--- src/sv/dtc_pkg.sv ---
// ----------------------------------------------------------------------------
// Divider and timer counter package
// Shared types, codes and constants for the DIV/TIMA/TMA/TAC timer block.
// ----------------------------------------------------------------------------
package dtc_pkg;

	localparam int unsigned DATA_W             = 8;
	localparam int unsigned CYC_W              = 8;
	localparam int unsigned CYC_N              = 2 ** CYC_W;
	localparam int unsigned TAC_W              = 3;
	localparam int unsigned PERIOD_W           = 12;
	localparam int unsigned TAC_EN_BIT         = 2;
	localparam int unsigned DIVIDER_PERIOD_DEF = 256;

	localparam logic [1:0] CMD_TICK  = 2'd0;
	localparam logic [1:0] CMD_READ  = 2'd1;
	localparam logic [1:0] CMD_WRITE = 2'd2;

	localparam logic [1:0] REG_DIV  = 2'd0;
	localparam logic [1:0] REG_TIMA = 2'd1;
	localparam logic [1:0] REG_TMA  = 2'd2;
	localparam logic [1:0] REG_TAC  = 2'd3;

	localparam logic [1:0] RATE_1024 = 2'd0;
	localparam logic [1:0] RATE_16   = 2'd1;
	localparam logic [1:0] RATE_64   = 2'd2;
	localparam logic [1:0] RATE_256  = 2'd3;

	typedef struct packed {
		logic              fire;
		logic [1:0]        cmd;
		logic [1:0]        reg_index;
		logic [DATA_W-1:0] write_data;
		logic [CYC_W-1:0]  cycle_count;
	} dtc_op_t;

	function automatic logic signed [PERIOD_W-1:0] rate_of(input logic [1:0] sel);
		logic signed [PERIOD_W-1:0] rate;
		case (sel)
			RATE_1024: rate = PERIOD_W'(12'h400);
			RATE_16:   rate = PERIOD_W'(12'h010);
			RATE_64:   rate = PERIOD_W'(12'h040);
			RATE_256:  rate = PERIOD_W'(12'h100);
			default:   rate = PERIOD_W'(12'h100);
		endcase
		return rate;
	endfunction

endpackage

--- src/sv/dtc_divider.sv ---
// ----------------------------------------------------------------------------
// Divider register
// Cycle accumulator and the 8-bit DIV register that counts whole periods.
// ----------------------------------------------------------------------------
module dtc_divider #(
	parameter int unsigned DIVIDER_PERIOD = dtc_pkg::DIVIDER_PERIOD_DEF
) (
	input  logic                         clk,
	input  logic                         arst_n,
	input  dtc_pkg::dtc_op_t             op,
	output logic [dtc_pkg::DATA_W-1:0]   div_value
);
	import dtc_pkg::*;

	localparam int unsigned AW = $clog2(DIVIDER_PERIOD);
	localparam int unsigned QW = $clog2(CYC_N / DIVIDER_PERIOD + 2);

	logic [QW-1:0]     quot_tbl [CYC_N];
	logic [AW-1:0]     rem_tbl  [CYC_N];
	logic [AW-1:0]     acc_q;
	logic [AW-1:0]     acc_n;
	logic [AW:0]       sum;
	logic              carry;
	logic [DATA_W-1:0] div_q;
	logic [DATA_W-1:0] div_n;

	for (genvar i = 0; i < CYC_N; i++) begin : g_tbl
		assign quot_tbl[i] = QW'(i / DIVIDER_PERIOD);
		assign rem_tbl[i]  = AW'(i % DIVIDER_PERIOD);
	end

	always_comb begin
		sum   = {1'b0, acc_q} + {1'b0, rem_tbl[op.cycle_count]};
		carry = 1'b0;
		acc_n = acc_q;
		div_n = div_q;
		if (op.fire) begin
			case (op.cmd)
				CMD_TICK: begin
					if (sum >= (AW + 1)'(DIVIDER_PERIOD)) begin
						carry = 1'b1;
						acc_n = AW'(sum - (AW + 1)'(DIVIDER_PERIOD));
					end else begin
						acc_n = AW'(sum);
					end
					div_n = div_q + DATA_W'(quot_tbl[op.cycle_count]) + DATA_W'(carry);
				end
				CMD_WRITE: begin
					if (op.reg_index == REG_DIV) begin
						div_n = '0;
					end
				end
				default: begin
					div_n = div_q;
				end
			endcase
		end
	end

	always_ff @(posedge clk or negedge arst_n) begin
		if (!arst_n) begin
			acc_q <= '0;
			div_q <= '0;
		end else begin
			acc_q <= acc_n;
			div_q <= div_n;
		end
	end

	assign div_value = div_q;

	a_acc_below_period: assert property (@(posedge clk) disable iff (!arst_n)
		{1'b0, acc_q} < (AW + 1)'(DIVIDER_PERIOD))
		else $error("divider accumulator holds a full period");

endmodule

--- src/sv/dtc_timer.sv ---
// ----------------------------------------------------------------------------
// Timer counter
// TIMA, TMA and TAC registers with the signed period counter.
// ----------------------------------------------------------------------------
module dtc_timer (
	input  logic                        clk,
	input  logic                        arst_n,
	input  dtc_pkg::dtc_op_t            op,
	output logic [dtc_pkg::DATA_W-1:0]  timer_count,
	output logic [dtc_pkg::DATA_W-1:0]  timer_modulo,
	output logic [dtc_pkg::TAC_W-1:0]   timer_control,
	output logic                        overflow_irq
);
	import dtc_pkg::*;

	logic [DATA_W-1:0]          tima_q;
	logic [DATA_W-1:0]          tima_n;
	logic [DATA_W-1:0]          tma_q;
	logic [DATA_W-1:0]          tma_n;
	logic [TAC_W-1:0]           tac_q;
	logic [TAC_W-1:0]           tac_n;
	logic signed [PERIOD_W-1:0] period_q;
	logic signed [PERIOD_W-1:0] period_n;
	logic signed [PERIOD_W-1:0] cyc_ext;
	logic signed [PERIOD_W-1:0] pdiff;
	logic                       irq;

	assign cyc_ext = $signed({{(PERIOD_W - CYC_W){1'b0}}, op.cycle_count});
	assign pdiff   = period_q - cyc_ext;

	always_comb begin
		tima_n   = tima_q;
		tma_n    = tma_q;
		tac_n    = tac_q;
		period_n = period_q;
		irq      = 1'b0;
		if (op.fire) begin
			case (op.cmd)
				CMD_TICK: begin
					if (tac_q[TAC_EN_BIT]) begin
						if (pdiff <= 0) begin
							period_n = rate_of(tac_q[1:0]);
							if (tima_q == {DATA_W{1'b1}}) begin
								tima_n = tma_q;
								irq    = 1'b1;
							end else begin
								tima_n = tima_q + 1'b1;
							end
						end else begin
							period_n = pdiff;
						end
					end
				end
				CMD_WRITE: begin
					case (op.reg_index)
						REG_TIMA: tima_n = op.write_data;
						REG_TMA:  tma_n  = op.write_data;
						REG_TAC: begin
							tac_n = op.write_data[TAC_W-1:0];
							if (op.write_data[1:0] != tac_q[1:0]) begin
								period_n = rate_of(op.write_data[1:0]);
							end
						end
						default: tima_n = tima_q;
					endcase
				end
				default: begin
					tima_n = tima_q;
				end
			endcase
		end
	end

	always_ff @(posedge clk or negedge arst_n) begin
		if (!arst_n) begin
			tima_q   <= '0;
			tma_q    <= '0;
			tac_q    <= '0;
			period_q <= '0;
		end else begin
			tima_q   <= tima_n;
			tma_q    <= tma_n;
			tac_q    <= tac_n;
			period_q <= period_n;
		end
	end

	assign timer_count   = tima_q;
	assign timer_modulo  = tma_q;
	assign timer_control = tac_q;
	assign overflow_irq  = irq;

	a_period_not_negative: assert property (@(posedge clk) disable iff (!arst_n)
		period_q >= 0)
		else $error("period counter went negative");

	a_wrap_loads_modulo: assert property (@(posedge clk) disable iff (!arst_n)
		irq |=> tima_q == $past(tma_q))
		else $error("TIMA did not load TMA on wrap");

	a_rate_change_reloads: assert property (@(posedge clk) disable iff (!arst_n)
		op.fire && op.cmd == CMD_WRITE && op.reg_index == REG_TAC
		&& op.write_data[1:0] != tac_q[1:0]
		|=> period_q == rate_of(tac_q[1:0]))
		else $error("period counter missed reload on rate change");

endmodule

--- src/sv/divider_and_timer_counter_top.sv ---
// ----------------------------------------------------------------------------
// Divider and timer counter
// Bus-accessed DIV/TIMA/TMA/TAC timer driven by cycle tick items.
//
// Channel  Dir  tdata                                   tuser
// s_*      in   [7:0] write_data, [15:8] cycle_count    [1:0] cmd, [3:2] reg_index
// m_*      out  [7:0] read_data, [8] overflow_irq, pad  none
//
// Every item passes from acceptance into the input register, then through
// the register update into the result register.
// One item is accepted per cycle; the result register frees as soon as it
// is taken, so the input side stalls only while a result waits on m_tready.
// Reset clears all timer registers, the divider and both valid flags.
// ----------------------------------------------------------------------------
module divider_and_timer_counter_top #(
	parameter int unsigned DIVIDER_PERIOD = dtc_pkg::DIVIDER_PERIOD_DEF
) (
	input  logic        clk,
	input  logic        arst_n,
	input  logic        s_tvalid,
	output logic        s_tready,
	input  logic [15:0] s_tdata,   // write_data, cycle_count
	input  logic [3:0]  s_tuser,   // cmd, reg_index
	output logic        m_tvalid,
	input  logic        m_tready,
	output logic [15:0] m_tdata    // read_data, overflow_irq, zero pad
);
	import dtc_pkg::*;

	logic              valid_s1;
	logic [1:0]        cmd_s1;
	logic [1:0]        idx_s1;
	logic [DATA_W-1:0] wdata_s1;
	logic [CYC_W-1:0]  cyc_s1;
	logic              m_valid_q;
	logic [DATA_W-1:0] rd_q;
	logic              irq_q;
	logic              out_free;
	logic              fire;
	logic              in_acc;
	dtc_op_t           op;
	logic [DATA_W-1:0] div_value;
	logic [DATA_W-1:0] tima;
	logic [DATA_W-1:0] tma;
	logic [TAC_W-1:0]  tac;
	logic              irq;
	logic [DATA_W-1:0] reg_mux;
	logic [DATA_W-1:0] rd;

	assign out_free = !m_valid_q || m_tready;
	assign fire     = valid_s1 && out_free;
	assign s_tready = !valid_s1 || out_free;
	assign in_acc   = s_tvalid && s_tready;

	always_ff @(posedge clk or negedge arst_n) begin
		if (!arst_n) begin
			valid_s1  <= 1'b0;
			m_valid_q <= 1'b0;
		end else begin
			if (s_tready) begin
				valid_s1 <= s_tvalid;
			end
			if (out_free) begin
				m_valid_q <= valid_s1;
			end
		end
	end

	always_ff @(posedge clk) begin
		if (in_acc) begin
			cmd_s1   <= s_tuser[1:0];
			idx_s1   <= s_tuser[3:2];
			wdata_s1 <= s_tdata[7:0];
			cyc_s1   <= s_tdata[15:8];
		end
		if (fire) begin
			rd_q  <= rd;
			irq_q <= irq;
		end
	end

	assign op = '{fire: fire, cmd: cmd_s1, reg_index: idx_s1,
		write_data: wdata_s1, cycle_count: cyc_s1};

	dtc_divider #(
		.DIVIDER_PERIOD(DIVIDER_PERIOD)
	) u_divider (
		.clk      (clk),
		.arst_n   (arst_n),
		.op       (op),
		.div_value(div_value)
	);

	dtc_timer u_timer (
		.clk          (clk),
		.arst_n       (arst_n),
		.op           (op),
		.timer_count  (tima),
		.timer_modulo (tma),
		.timer_control(tac),
		.overflow_irq (irq)
	);

	always_comb begin
		case (idx_s1)
			REG_DIV:  reg_mux = div_value;
			REG_TIMA: reg_mux = tima;
			REG_TMA:  reg_mux = tma;
			REG_TAC:  reg_mux = DATA_W'(tac);
			default:  reg_mux = div_value;
		endcase
		rd = (cmd_s1 == CMD_READ) ? reg_mux : '0;
	end

	assign m_tvalid = m_valid_q;
	assign m_tdata  = {7'b0, irq_q, rd_q};

	a_irq_has_no_data: assert property (@(posedge clk) disable iff (!arst_n)
		m_valid_q && irq_q |-> rd_q == '0)
		else $error("result carries both read data and an interrupt");

	a_fire_fills_output: assert property (@(posedge clk) disable iff (!arst_n)
		fire |=> m_valid_q)
		else $error("item lost between stages");

	a_empty_output_ready: assert property (@(posedge clk) disable iff (!arst_n)
		!m_valid_q |-> s_tready)
		else $error("input stalled with an empty result register");

endmodule

--- config.mk ---
export PLATFORM = sky130hd
export DESIGN_NAME = divider_and_timer_counter_top
export DESIGN_NICKNAME = d
export VERILOG_FILES = /design/src/sv/dtc_pkg.sv /design/src/sv/dtc_divider.sv /design/src/sv/dtc_timer.sv /design/src/sv/divider_and_timer_counter_top.sv
export SDC_FILE = /design/constraint.sdc
export NUM_CORES = 1
export LEC_CHECK = 0
export BUFFER_PORTS_ARGS = -buffer_cell sky130_fd_sc_hd__clkbuf_2
export CAP_MARGIN = 20
export CORE_AREA = 5 5 91 93
export CTS_CLUSTER_DIAMETER = 200
export DETAILED_ROUTE_END_ITERATION = 10
export DIE_AREA = 0 0 96 98
export PLACE_DENSITY = 0.91
export RECOVER_POWER = 25
export SYNTH_ARGS = -nofsm -noshare
export SYNTH_HDL_FRONTEND = slang
export SYNTH_SLANG_ARGS = --single-unit
export TNS_END_PERCENT = 10
--- constraint.sdc ---
create_clock -name clk -period 4.9 [get_ports clk]
set_input_delay 0.49 -clock clk [delete_from_list [all_inputs] [get_ports clk]]
set_output_delay 0.49 -clock clk [all_outputs]
set_load 0.01 [all_outputs]
# [Yosys cells after proc, flatten, opt, wreduce, memory -nomap -nowiden]
# Memories as Yosys holds them, arrays and structs flattened.
# Cells that the tools add are included.
[word_totals] mem_bits_ro=2560 memories=2 elab_cells=87 out_inout_bits=18 input_bits=24 regBits=78
[mem_list] name="(name not given)" depth=256 width=8 read_ports=1 rd_ports_with_merged_regs=0 wr=0 line="dtc_divider.sv:33" source="sum = {1'b0, acc_q} + {1'b0, rem_tbl[op.cycle_count]};"
[mem_list] name="(name not given)" depth=256 width=2 read_ports=1 rd_ports_with_merged_regs=0 wr=0 line="dtc_divider.sv:46" source="div_n = div_q + DATA_W'(quot_tbl[op.cycle_count]) + DATA_W'(carry);"
[classes] n_mux=24 addsub=6 bitwise=1 n_lt_le_gt_ge=3 reduce_logical=18 n_eq_ne=19
[op_table] op="case mux 12 bit (4 select lines)" n=2
[op_table] op="2-to-1 mux 8 bit" n=8
[op_table] op="2-to-1 mux 12 bit" n=4
[op_table] op="case mux 8 bit (2 select lines)" n=2
[op_table] op="case mux 8 bit (4 select lines)" n=1
[op_table] op="case mux 12 bit (2 select lines)" n=1
[op_table] op=">= comparator 9 bit, second input constant" n=2
[op_table] op="== test 2 bit, second input constant" n=7
[op_table] op="<= comparator 12 x 1 -> 1 bit, second input constant" n=1
[op_table] op="!= test 2 x 1 -> 1 bit, second input constant" n=6
[op_table] op="AND reduction 3 bit" n=4
[op_table] op="subtractor 12 x 9 -> 12 bit" n=1
[op_table] op="AND reduction 5 bit" n=2
[op_table] op="adder 8 x 8 -> 9 bit" n=1
[op_table] op="inverter 8 -> 9 bit" n=1
[op_table] op="adder 8 x 1 -> 8 bit" n=1
[op_table] op="adder 8 x 1 -> 8 bit, second input constant" n=1
[op_table] op="adder 8 x 2 -> 8 bit" n=1
[op_table] op="== test 2 x 1 -> 1 bit, second input constant" n=4
[op_table] op="== test 8 bit, second input constant" n=1
[op_table] op="zero test 2 bit" n=4
[op_table] op="subtractor 8 x 1 -> 8 bit, second input constant" n=1
[op_table] op="2-to-1 mux 1 bit" n=4
[op_table] op="2-to-1 mux 2 bit" n=2
[op_table] op="other kinds (6)" n=9

# [Logic depth before layout (Yosys ltp)]
# Gate-level depths: netlist of the first run.
[depth] ltp_word=11 depth_mapped=16 depth_no_buf=16

# [Cells and area by module]
# A second synthesis of the first run with hierarchy kept.
[hier_totals] cells_unflattened=449 hier_area_um2=4715.8
[modules_own_cells] module="dtc_timer" cells_each=247 seq_area_each_um2=775.7 n_inst=1 area_each_um2=2277.2
[modules_own_cells] module="divider_and_timer_counter_top" cells_each=80 seq_area_each_um2=920.9 n_inst=1 area_each_um2=1325.0
[modules_own_cells] module="dtc_divider" cells_each=122 seq_area_each_um2=400.4 n_inst=1 area_each_um2=1113.6

# [Least setup slack after synthesis of the first run]
# No wires, ideal clock.
[synth_path] path_kind="reg2reg" start="register u_timer.period_q[0]" end="register u_timer.tima_q[0] (netlist: u_timer.timer_count[0])" required_ns=4.774 stages_incl_launch_ff=14 path_buffers=0 path_slack_ns=2.029 synth_period_minus_slack_ns=2.871 t_arrival_ns=2.745 setup_time_ns=0.126 path_cell_list="dfrtp_1 > inv_1 > ha_1 > inv_1 > fa_1 > a21o_1 > a22o_1 > o41ai_1 > xnor2_1 > nand4b_4 > nor4_4 > nor2_2 > a211o_1 > o311a_1"
[synth_between] elab_chain_len=4
[synth_rtl] item="from (decl)" line="dtc_timer.sv:22" source="logic signed [PERIOD_W-1:0] period_q;"
[synth_rtl] item="from (signal assigned)" line="dtc_timer.sv:84" source="period_q <= period_n;"
[synth_rtl] item="subtractor 12 x 9 -> 12 bit" line="dtc_timer.sv:29" source="assign pdiff = period_q - cyc_ext;"
[synth_rtl] item="<= comparator 12 x 1 -> 1 bit" line="dtc_timer.sv:41" source="if (pdiff <= 0) begin"
[synth_rtl] item="!= test 2 x 1 -> 1 bit (no line)"
[synth_rtl] item="AND reduction 5 bit (no line)"
[synth_rtl] item="to (signal assigned)" line="dtc_timer.sv:81" source="tima_q <= tima_n;"
[synth_rtl] item="to (decl)" line="dtc_timer.sv:16" source="logic [DATA_W-1:0] tima_q;"
# No other way between the ends.
# A chain may end at the register's enable or synchronous reset.

# [Final worst setup path of the first run]
[layout_path] start="register cyc_s1[1]" end="register u_timer.period_q[10]"
[layout_between] elab_chain_len=5
[layout_rtl] item="from (decl)" line="divider_and_timer_counter_top.sv:34" source="logic [CYC_W-1:0] cyc_s1;"
[layout_rtl] item="from (signal assigned)" line="divider_and_timer_counter_top.sv:74" source="cyc_s1 <= s_tdata[15:8];"
[layout_rtl] item="subtractor 12 x 9 -> 12 bit (*)" line="dtc_timer.sv:29"
[layout_rtl] item="<= comparator 12 x 1 -> 1 bit" line="dtc_timer.sv:41"
[layout_rtl] item="2-to-1 mux 12 bit (*)" line="dtc_timer.sv:41"
[layout_rtl] item="2-to-1 mux 12 bit (*)" line="dtc_timer.sv:40" source="if (tac_q[TAC_EN_BIT]) begin"
[layout_rtl] item="case mux 12 bit (2 select lines) (*)" line="dtc_timer.sv:38" source="case (op.cmd)"
# Mark *: on every way between the ends. The rest lies on a longest branch, timed or not. The select of a mux whose other input is x is not followed.

==> results of run 1 <==
-- flip-flops by register name, indices dropped and copies added, names as in the netlist --
name                   cells
u_divider.acc_q            8
valid_s1                   1
u_timer.timer_modulo       8
irq_q                      1
idx_s1                     2
u_divider.div_value        8
wdata_s1                   8
m_tvalid                   1
u_timer.period_q          12
u_timer.timer_control      3
rd_q                       8
u_timer.timer_count        8
cyc_s1                     8
cmd_s1                     2
-- per-stage QoR --
| step | instances | power (mW) |
|---|---|---|
| 2_1_floorplan | 415 | 1.66 |
| 3_3_place_gp | 531 | 1.78 |
| 3_5_place_dp | 531 | 1.84 |
| 4_1_cts | 547 | 2.40 |
| 5_1_grt | 548 | 2.57 |
| 6_report | 548 | 2.42 |
-- power by group through the flow --
stage / clock network [mW] / logic (mW) / registers [mW]
finish: 0.539 / 0.883 / 0.999
global route: 0.577 / 0.979 / 1.02
CTS: 0.541 / 0.873 / 0.990
detailed placement: 0 / 0.845 / 0.998
global placement: 0 / 0.796 / 0.985
floorplan: 0 / 0.708 / 0.948
-- Yosys cell counts, drive strengths merged (2+ instances only) --
master / count
nor3b: 2
dfrtp: 49
edfxtp: 29
nor2b: 8
ha: 19
a31oi: 3
or2: 2
and2: 4
nor4b: 3
a21oi: 31
or3: 3
fa: 2
a21o: 4
o21bai: 3
buf: 12
o22a: 3
nand3: 11
a211oi: 2
a22o: 4
and3: 8
xnor2: 15
xor2: 12
nand3b: 3
a311oi: 2
mux2: 13
nor3: 6
nand2b: 7
mux4: 3
mux2i: 6
o21ai: 27
nand2: 32
nor2: 40
nor4: 4
inv: 17
clkbuf: 9
nand4b: 2
-- layer usage --
metal	GRT usage, %	up-vias
met5	0	-
met4	7.88	0
met3	4.55	26
met2	32.2	162
met1	29.8	1567
li1	-	1505
-- cells in the final DEF (no fill, tap or decap), types with 3 or more instances in the layout --
| cell | n |
|---|---|
| conb_1 | 7 |
| nand2b_1 | 7 |
| mux2i_1 | 6 |
| nor3_1 | 6 |
| a22o_1 | 4 |
| ha_1 | 19 |
| a21o_1 | 4 |
| a31oi_1 | 3 |
| nor2b_1 | 8 |
| xnor2_1 | 15 |
| nand2_1 | 32 |
| o21ai_0 | 19 |
| xor2_1 | 12 |
| nand3b_1 | 3 |
| mux2_2 | 13 |
| nand3_1 | 11 |
| clkbuf_8 | 9 |
| or3_1 | 3 |
| nor2_1 | 39 |
| o22a_1 | 3 |
| mux4_2 | 3 |
| nor4b_1 | 3 |
| and3_1 | 8 |
| o21bai_1 | 3 |
| a21oi_1 | 31 |
| o21ai_1 | 8 |
| edfxtp_1 | 29 |
| inv_1 | 16 |
| and2_1 | 3 |
| clkbuf_2 | 34 |
| dfrtp_1 | 49 |
-- cells by family after synthesis --
family	after synthesis	synth area share, %
mux	22	6.36
buf+inv	38	4.35
flops	78	48.6
other cells	1	0.0870
fa+ha+maj	21	6.44
compound gates	87	12.2
xor+xnor	27	5.48
simple gates	135	16.4
-- how the worst min path moves through the flow --
stage                             from                   to  slack [ns]  depth (start not counted)
CTS                             arst_n  u_timer.period_q[0]        0.25                          2
global route                s_tdata[4]          wdata_s1[4]        0.29                          1
floorplan                       arst_n             m_tvalid        0.19                          0
global placement    u_divider.acc_q[4]   u_divider.acc_q[4]        0.47                          2
finish                      s_tdata[8]            cyc_s1[0]        0.31                          1
detailed placement  u_divider.acc_q[4]   u_divider.acc_q[4]        0.48                          2
-- cell type report --
cell class / instances / area (µm²) / share of cell area [%]
sequential: 78 / 2100 / 44.2
clock inverter: 6 / 95.1 / 2.01
inverter: 17 / 63.8 / 1.35
tap: 102 / 128 / 2.69
multi-input combinational: 299 / 2050 / 43.2
clock buffer: 10 / 128 / 2.69
timing repair buffer: 36 / 181 / 3.83
-- worst reg2reg max path, cell delays in order, from the launching register on --
cell,delay [ns]
edfxtp_1,0.45
inv_1,0.15
ha_1,0.26
nor2b_1,0.14
o2111ai_1,0.25
nand3_1,0.15
a311oi_1,0.49
xor2_1,0.41
o31a_1,0.45
nor4_2,0.07
a311oi_1,0.30
o21ai_1,0.09
==> results.py, run 1 <==
metrics = {
    "placement": {
        "pre_cts_ws_ns": 1.73,
        "port_buffers": 34,
        "dpl_cell_area_um2": 4520,
        "hpwl_mm": 6.29,
        "gp_congestion": 0.927,
    },
    "setup_path": {
        "reg2reg_depth": 11,
        "path_max_fanout": 9,
        "rr_startpoint": "cyc_s1[1]",
        "r2r_end": "u_timer.period_q[10]",
        "cp.arrival_ns": 3.54,
        "crit_slowest_cell": "a311oi_1",
        "crit_type": "reg -> reg",
        "cpLargestDelayFamily": "compound AO/OA/AOI/OAI gates",
        "crit_path_start_kind": "flop",
        "crit_end": "u_timer.period_q[10]",
        "startpoint": "cyc_s1[1]",
        "path_cells": "inv_1 -> ha_1 -> nor2b_1 -> o2111ai_1 -> nand3_1 -> a311oi_1 -> xor2_1 -> o31a_1 -> nor4_2 -> a311oi_1 -> o21ai_1",
        "crit_top_cell": "a311oi_1",
        "path_buf_inv": 1,
        "end_kind": "flop",
        "critical_path_depth": 11,
        "ff2ff_setup_slack_ns": 1.59,
        "critPathMaxStageDelay_ns": 0.49,
        "worstPathRequired_ns": 5.14,
    },
    "synthesis": {
        "synth_ff_type": "dfrtp_1",
        "synth_cell_type_count": 56,
        "yosysTopAreaCell": "dfrtp_1",
        "yosys_warnings": 0,
        "seq_area_frac_synth_pct": 48.6,
        "syn-cell-area_um2": 4310,
        "syn_inst": 409,
        "yosys_register_bits": 78,
        "synth_top_cells_by_area": "dfrtp_1 28%, edfxtp_1 20%, ha_1 5.5%",
        "async_flop_share_pct": 62.8,
        "synth_top_area_share_pct": 28.4,
        "syn_avg_cell_area_um2": 10.5,
        "synth-edff-count": 29,
    },
    "clock_network": {
        "ctsResizeCount": 0,
        "clkSinkCount": 78,
        "ctsRootBufferMaster": "clkbuf_8",
        "clk_pin_slew_ns": 0.09,
        "cts_tree": "yes",
        "cts_setup_buffers": 0,
        "cts_buffers": 9,
        "hold_buffers": 0,
        "cts_max_level": 3,
        "clockBufferDepth": 2,
        "insertion_delay_ns": 0.35,
    },
    "die": {
        "pin_count": 42,
        "dieWidth_um": 96,
        "core-area_um2": 7450,
        "dieArea_um2": 9410,
        "rows": 32,
        "die_y_um": 98,
        "start_util_pct": 57.9,
    },
    "layout": {
        "nNetsFinal": 486,
        "fin_area_um2": 4740,
        "fin_util_pct": 63.7,
        "area_delta_synth_final_pct": 9.98,
        "n_fill_cell": 542,
        "diodes": 0,
        "drive_gt1_share_pct": 16.6,
    },
    "sta": {
        "grt_setup_unrepaired": "no",
        "drv_slew": 50,
        "timing.slew.headroom_pct": -77.9,
        "period_minus_slack_ns": 3.31,
        "fin_crit_sh_pct": 67.5,
        "finalSetupViolations": 0,
        "worstMarginPinSlew_ns": 2.67,
        "timing.fmax_mhz": 302,
        "whs_ns": 0.308,
        "fin_setup_tns_ns": 0,
        "finalHoldViolations": 0,
        "setup_ws_ns": 1.59,
        "fin_skew_ns": 0.00933,
    },
    "global_routing": {
        "grt_pass1_wl_mm": 15.7,
        "antenna_found_initial": 0,
        "groute.usage.overall_pct": 21.2,
        "overflow": 0,
        "grt_pass1_vias": 3257,
        "grt_start_max_net_pins": 50,
    },
    "run_status": {
        "status": "finished with violations",
        "violations": "max-capacitance violations, max-slew violations",
    },
    "pwr": {
        "p_int_mw": 1.52,
        "ir_drop_mv": 0.388,
        "swShare_pct": 37.2,
        "power_frac_clock_pct": 22.3,
        "power.share.combinational_pct": 36.5,
        "switching_power_uw": 900,
        "p_leak_nw": 2.11,
        "p_seq_share_pct": 41.3,
        "powerDensity_nw_per_um2": 510,
    },
    "worst_hold_path": {
        "hold_class": "in -> reg",
    },
    "route": {
        "drt_first_pass_iters": 5,
        "wl_met1_mm": 3.87,
        "vias_per_cell": 5.95,
        "drc": 0,
        "drt_iter0_drc": 260,
        "ant_nets": 0,
        "highest_layer": "met4",
        "wl_per_cell_um": 16.7,
        "vias": 3260,
        "wl_met3_um": 615,
        "drt-total-wl_mm": 9.14,
        "wl_met2_mm": 4.42,
    },
    "job": {
        "max_cap_viol_count": 1,
    },
}
Power figures use the tool's default switching activity.
==> inputs of run 2 (changes only) <==
- ABC_AREA: unset -> 1
- CORE_AREA: 5 5 91 93 -> 5 5 99 101
- DIE_AREA: 0 0 96 98 -> 0 0 104 106
- PLACE_DENSITY: 0.91 -> 0.86
- clock period: 4.9 -> 2.85 ns (I/O delays scaled with it)
==> results.py, run 2 <==
metrics = {
    "run_status": {
        "status": "finished with violations",
        "violations": "negative setup slack",
    },
    "route": {
        "drc": 0,
        "wl_met3_um": 587,
        "wl_per_cell_um": 13.9,
        "wl_met1_mm": 4.56,
        "vias_per_cell": 5.36,
        "wl_met2_mm": 4.55,
        "drt_iter0_drc": 272,
        "drt-total-wl_mm": 9.89,
        "drt_first_pass_iters": 7,
        "highest_layer": "met4",
        "vias": 3807,
        "ant_nets": 0,
    },
    "synthesis": {
        "synth-edff-count": 29,
        "synthTopCellsByCount": "151 x nand2_1, 72 x inv_1, 49 x dfrtp_1",
        "synth_top_cells_by_area": "dfrtp_1 27%, edfxtp_1 19%, nand2_1 12%",
        "yosysTopAreaCell": "dfrtp_1",
        "yosys_register_bits": 78,
        "synth_top_area_share_pct": 26.6,
        "yosys_warnings": 0,
        "seq_area_frac_synth_pct": 45.5,
        "synth_ff_type": "dfrtp_1",
        "synth_most_common_cell": "nand2_1",
        "syn_inst": 550,
        "syn_avg_cell_area_um2": 8.39,
        "syn-cell-area_um2": 4610,
        "async_flop_share_pct": 62.8,
        "synth_cell_type_count": 49,
    },
    "layout": {
        "diodes": 0,
        "fin_area_um2": 5170,
        "area_delta_synth_final_pct": 12.2,
        "largest_reg_flops": 12,
        "regMostFlops": "u_timer.period_q",
        "layout_commonest_cell": "nand2_1",
        "final_cell_mix": "151 x nand2_1, 71 x inv_1, 49 x dfrtp_1, 39 x nor2_1, 35 x clkbuf_2",
        "nNetsFinal": 639,
        "drive_gt1_share_pct": 19.7,
    },
    "die": {
        "rows": 35,
        "core-area_um2": 8930,
        "dieArea_um2": 11000,
        "start_util_pct": 51.6,
        "dieWidth_um": 104,
        "die_y_um": 106,
        "pin_count": 42,
    },
    "clock_network": {
        "cts_max_level": 3,
        "clk_pin_slew_ns": 0.08,
        "hold_buffers": 0,
        "ctsRootBufferMaster": "clkbuf_8",
        "clkSinkCount": 78,
        "cts_buffers": 9,
        "cts_tree": "yes",
        "clockBufferDepth": 2,
        "insertion_delay_ns": 0.36,
    },
    "setup_path": {
        "crit_path_start_kind": "flop",
        "crit_slowest_cell": "edfxtp_1",
        "crit_top_cell": "nor2_1",
        "cpLargestDelayFamily": "simple AND/OR/NAND/NOR gates",
        "crit_type": "reg -> reg",
        "path_max_fanout": 4,
        "end_kind": "flop",
        "path_buf_inv": 1,
        "critPathMaxStageDelay_ns": 0.45,
        "path_cells": "ha_4 -> a21o_1 -> a21oi_2 -> inv_1 -> a21oi_2 -> nor2_1 -> o21a_1 -> nor2_1 -> o21bai_1 -> ha_2 -> ha_2 -> nand2_1 -> nor2_1 -> nand2_2 -> nor2_1 -> a21oi_1 -> nor3_1",
        "cp.arrival_ns": 3.16,
        "worstPathRequired_ns": 3.12,
    },
    "sta": {
        "timing.fmax_mhz": 347,
        "whs_ns": 0.0958,
        "period_minus_slack_ns": 2.88,
        "drv_slew": 0,
        "setup_ws_ns": -0.0339,
        "worstMarginPinSlew_ns": 1.23,
        "finalHoldViolations": 0,
        "fin_crit_sh_pct": 101,
        "finalSetupViolations": 1,
        "timing.slew.headroom_pct": 18.3,
        "grt_setup_unrepaired": "yes",
        "fin_skew_ns": 0.0134,
    },
    "pwr": {
        "ir_drop_mv": 0.490,
        "p_leak_nw": 2.51,
        "total_power_mw": 4.67,
        "powerDensity_nw_per_um2": 903,
    },
    "global_routing": {
        "groute.usage.overall_pct": 18.3,
        "overflow": 0,
        "grt_pass1_wl_mm": 16.8,
        "grt_start_max_net_pins": 50,
        "antenna_found_initial": 0,
        "grt_pass1_vias": 3719,
    },
    "job": {
        "max_cap_viol_count": 0,
    },
    "placement": {
        "port_buffers": 34,
        "gp_congestion": 0.904,
        "dpl_cell_area_um2": 4890,
        "hpwl_mm": 7.43,
    },
    "worst_hold_path": {
        "hold_class": "in -> reg",
    },
}
## run 2: cell types whose count changed after synthesis, sizes merged, moves of 6 or more
cell,before,now
a21oi,31,19
and3,8,0
clkbuf,9,2
inv,17,82
mux2,13,3
mux2i,6,0
nand2,32,162
nand2b,7,0
nand3,11,39
nor2,40,47
nor2b,8,0
xnor2,15,2
## run 2: stage by stage
step	instances	worst slack, ns	util (%)	TNS, ns
floorplan	556	0.102	-	0
global placement	693	-0.00522	54.7	-0.00522
detailed placement	693	-0.113	54.7	-0.168
CTS	710	0.000318	57.5	0
global route	710	-0.217	57.9	-0.522
finish	710	-0.0339	57.9	-0.0339
## run 2: where the power goes
part | switching [mW] | leakage (nW) | internal, mW | total [mW]
combinational | 1.25 | 1.49 | 0.775 | 2.02
sequential | 0.254 | 0.906 | 1.47 | 1.73
clock | 0.422 | 0.111 | 0.497 | 0.919
total | 1.92 | 2.51 | 2.75 | 4.67
## run 2: final cells by class
cell class              instances  area [µm²]
clock buffers                   9         124
clock inverters                 7        97.6
fillers                       771        3760
inverters                      83         314
multi-input cells             382        2180
flip-flops and latches         78        2100
well taps                     111         139
repair buffers                 40         216
## run 2: final timing paths
check                           slack (ns)                        to  cells past startpoint                startpoint
worst min register to register        0.49  u_timer.timer_control[2]                      2  u_timer.timer_control[2]
worst max register to register       -0.03    u_divider.div_value[6]                     17                 cyc_s1[2]
worst max-delay path                 -0.03    u_divider.div_value[6]                     17                 cyc_s1[2]
worst min-delay path                   0.1               wdata_s1[7]                      1                s_tdata[7]
min in group asynchronous             0.25        u_divider.acc_q[0]                      2                    arst_n
max in group asynchronous             1.85  u_timer.timer_control[0]                      2                    arst_n
## run 2: what timing repair did
item	4_1_cts	5_1_grt
endpoints found under the setup margin	4	10
resized for setup	6	9
pin swaps	2	1
endpoints found under the hold margin	0	0
buffers inserted	1	0
## run 2: logic make-up after synthesis
group,count (synthesis),share of synthesized area (%)
other,1,0.0813
adder cells (fa/ha/maj),21,6.02
AND/OR/NAND/NOR,268,26.5
buffers and inverters,96,8.87
flip-flops,78,45.5
XOR/XNOR,9,1.71
multiplexers,3,0.732
AO/OA/AOI/OAI,74,10.6
## run 2: layer usage
layer  vias to the layer above  GRT usage [%]
met1                      1762           24.4
li1                       1879              -
met3                        22           3.22
met4                         0           6.38
met5                         -              0
met2                       144           30.3
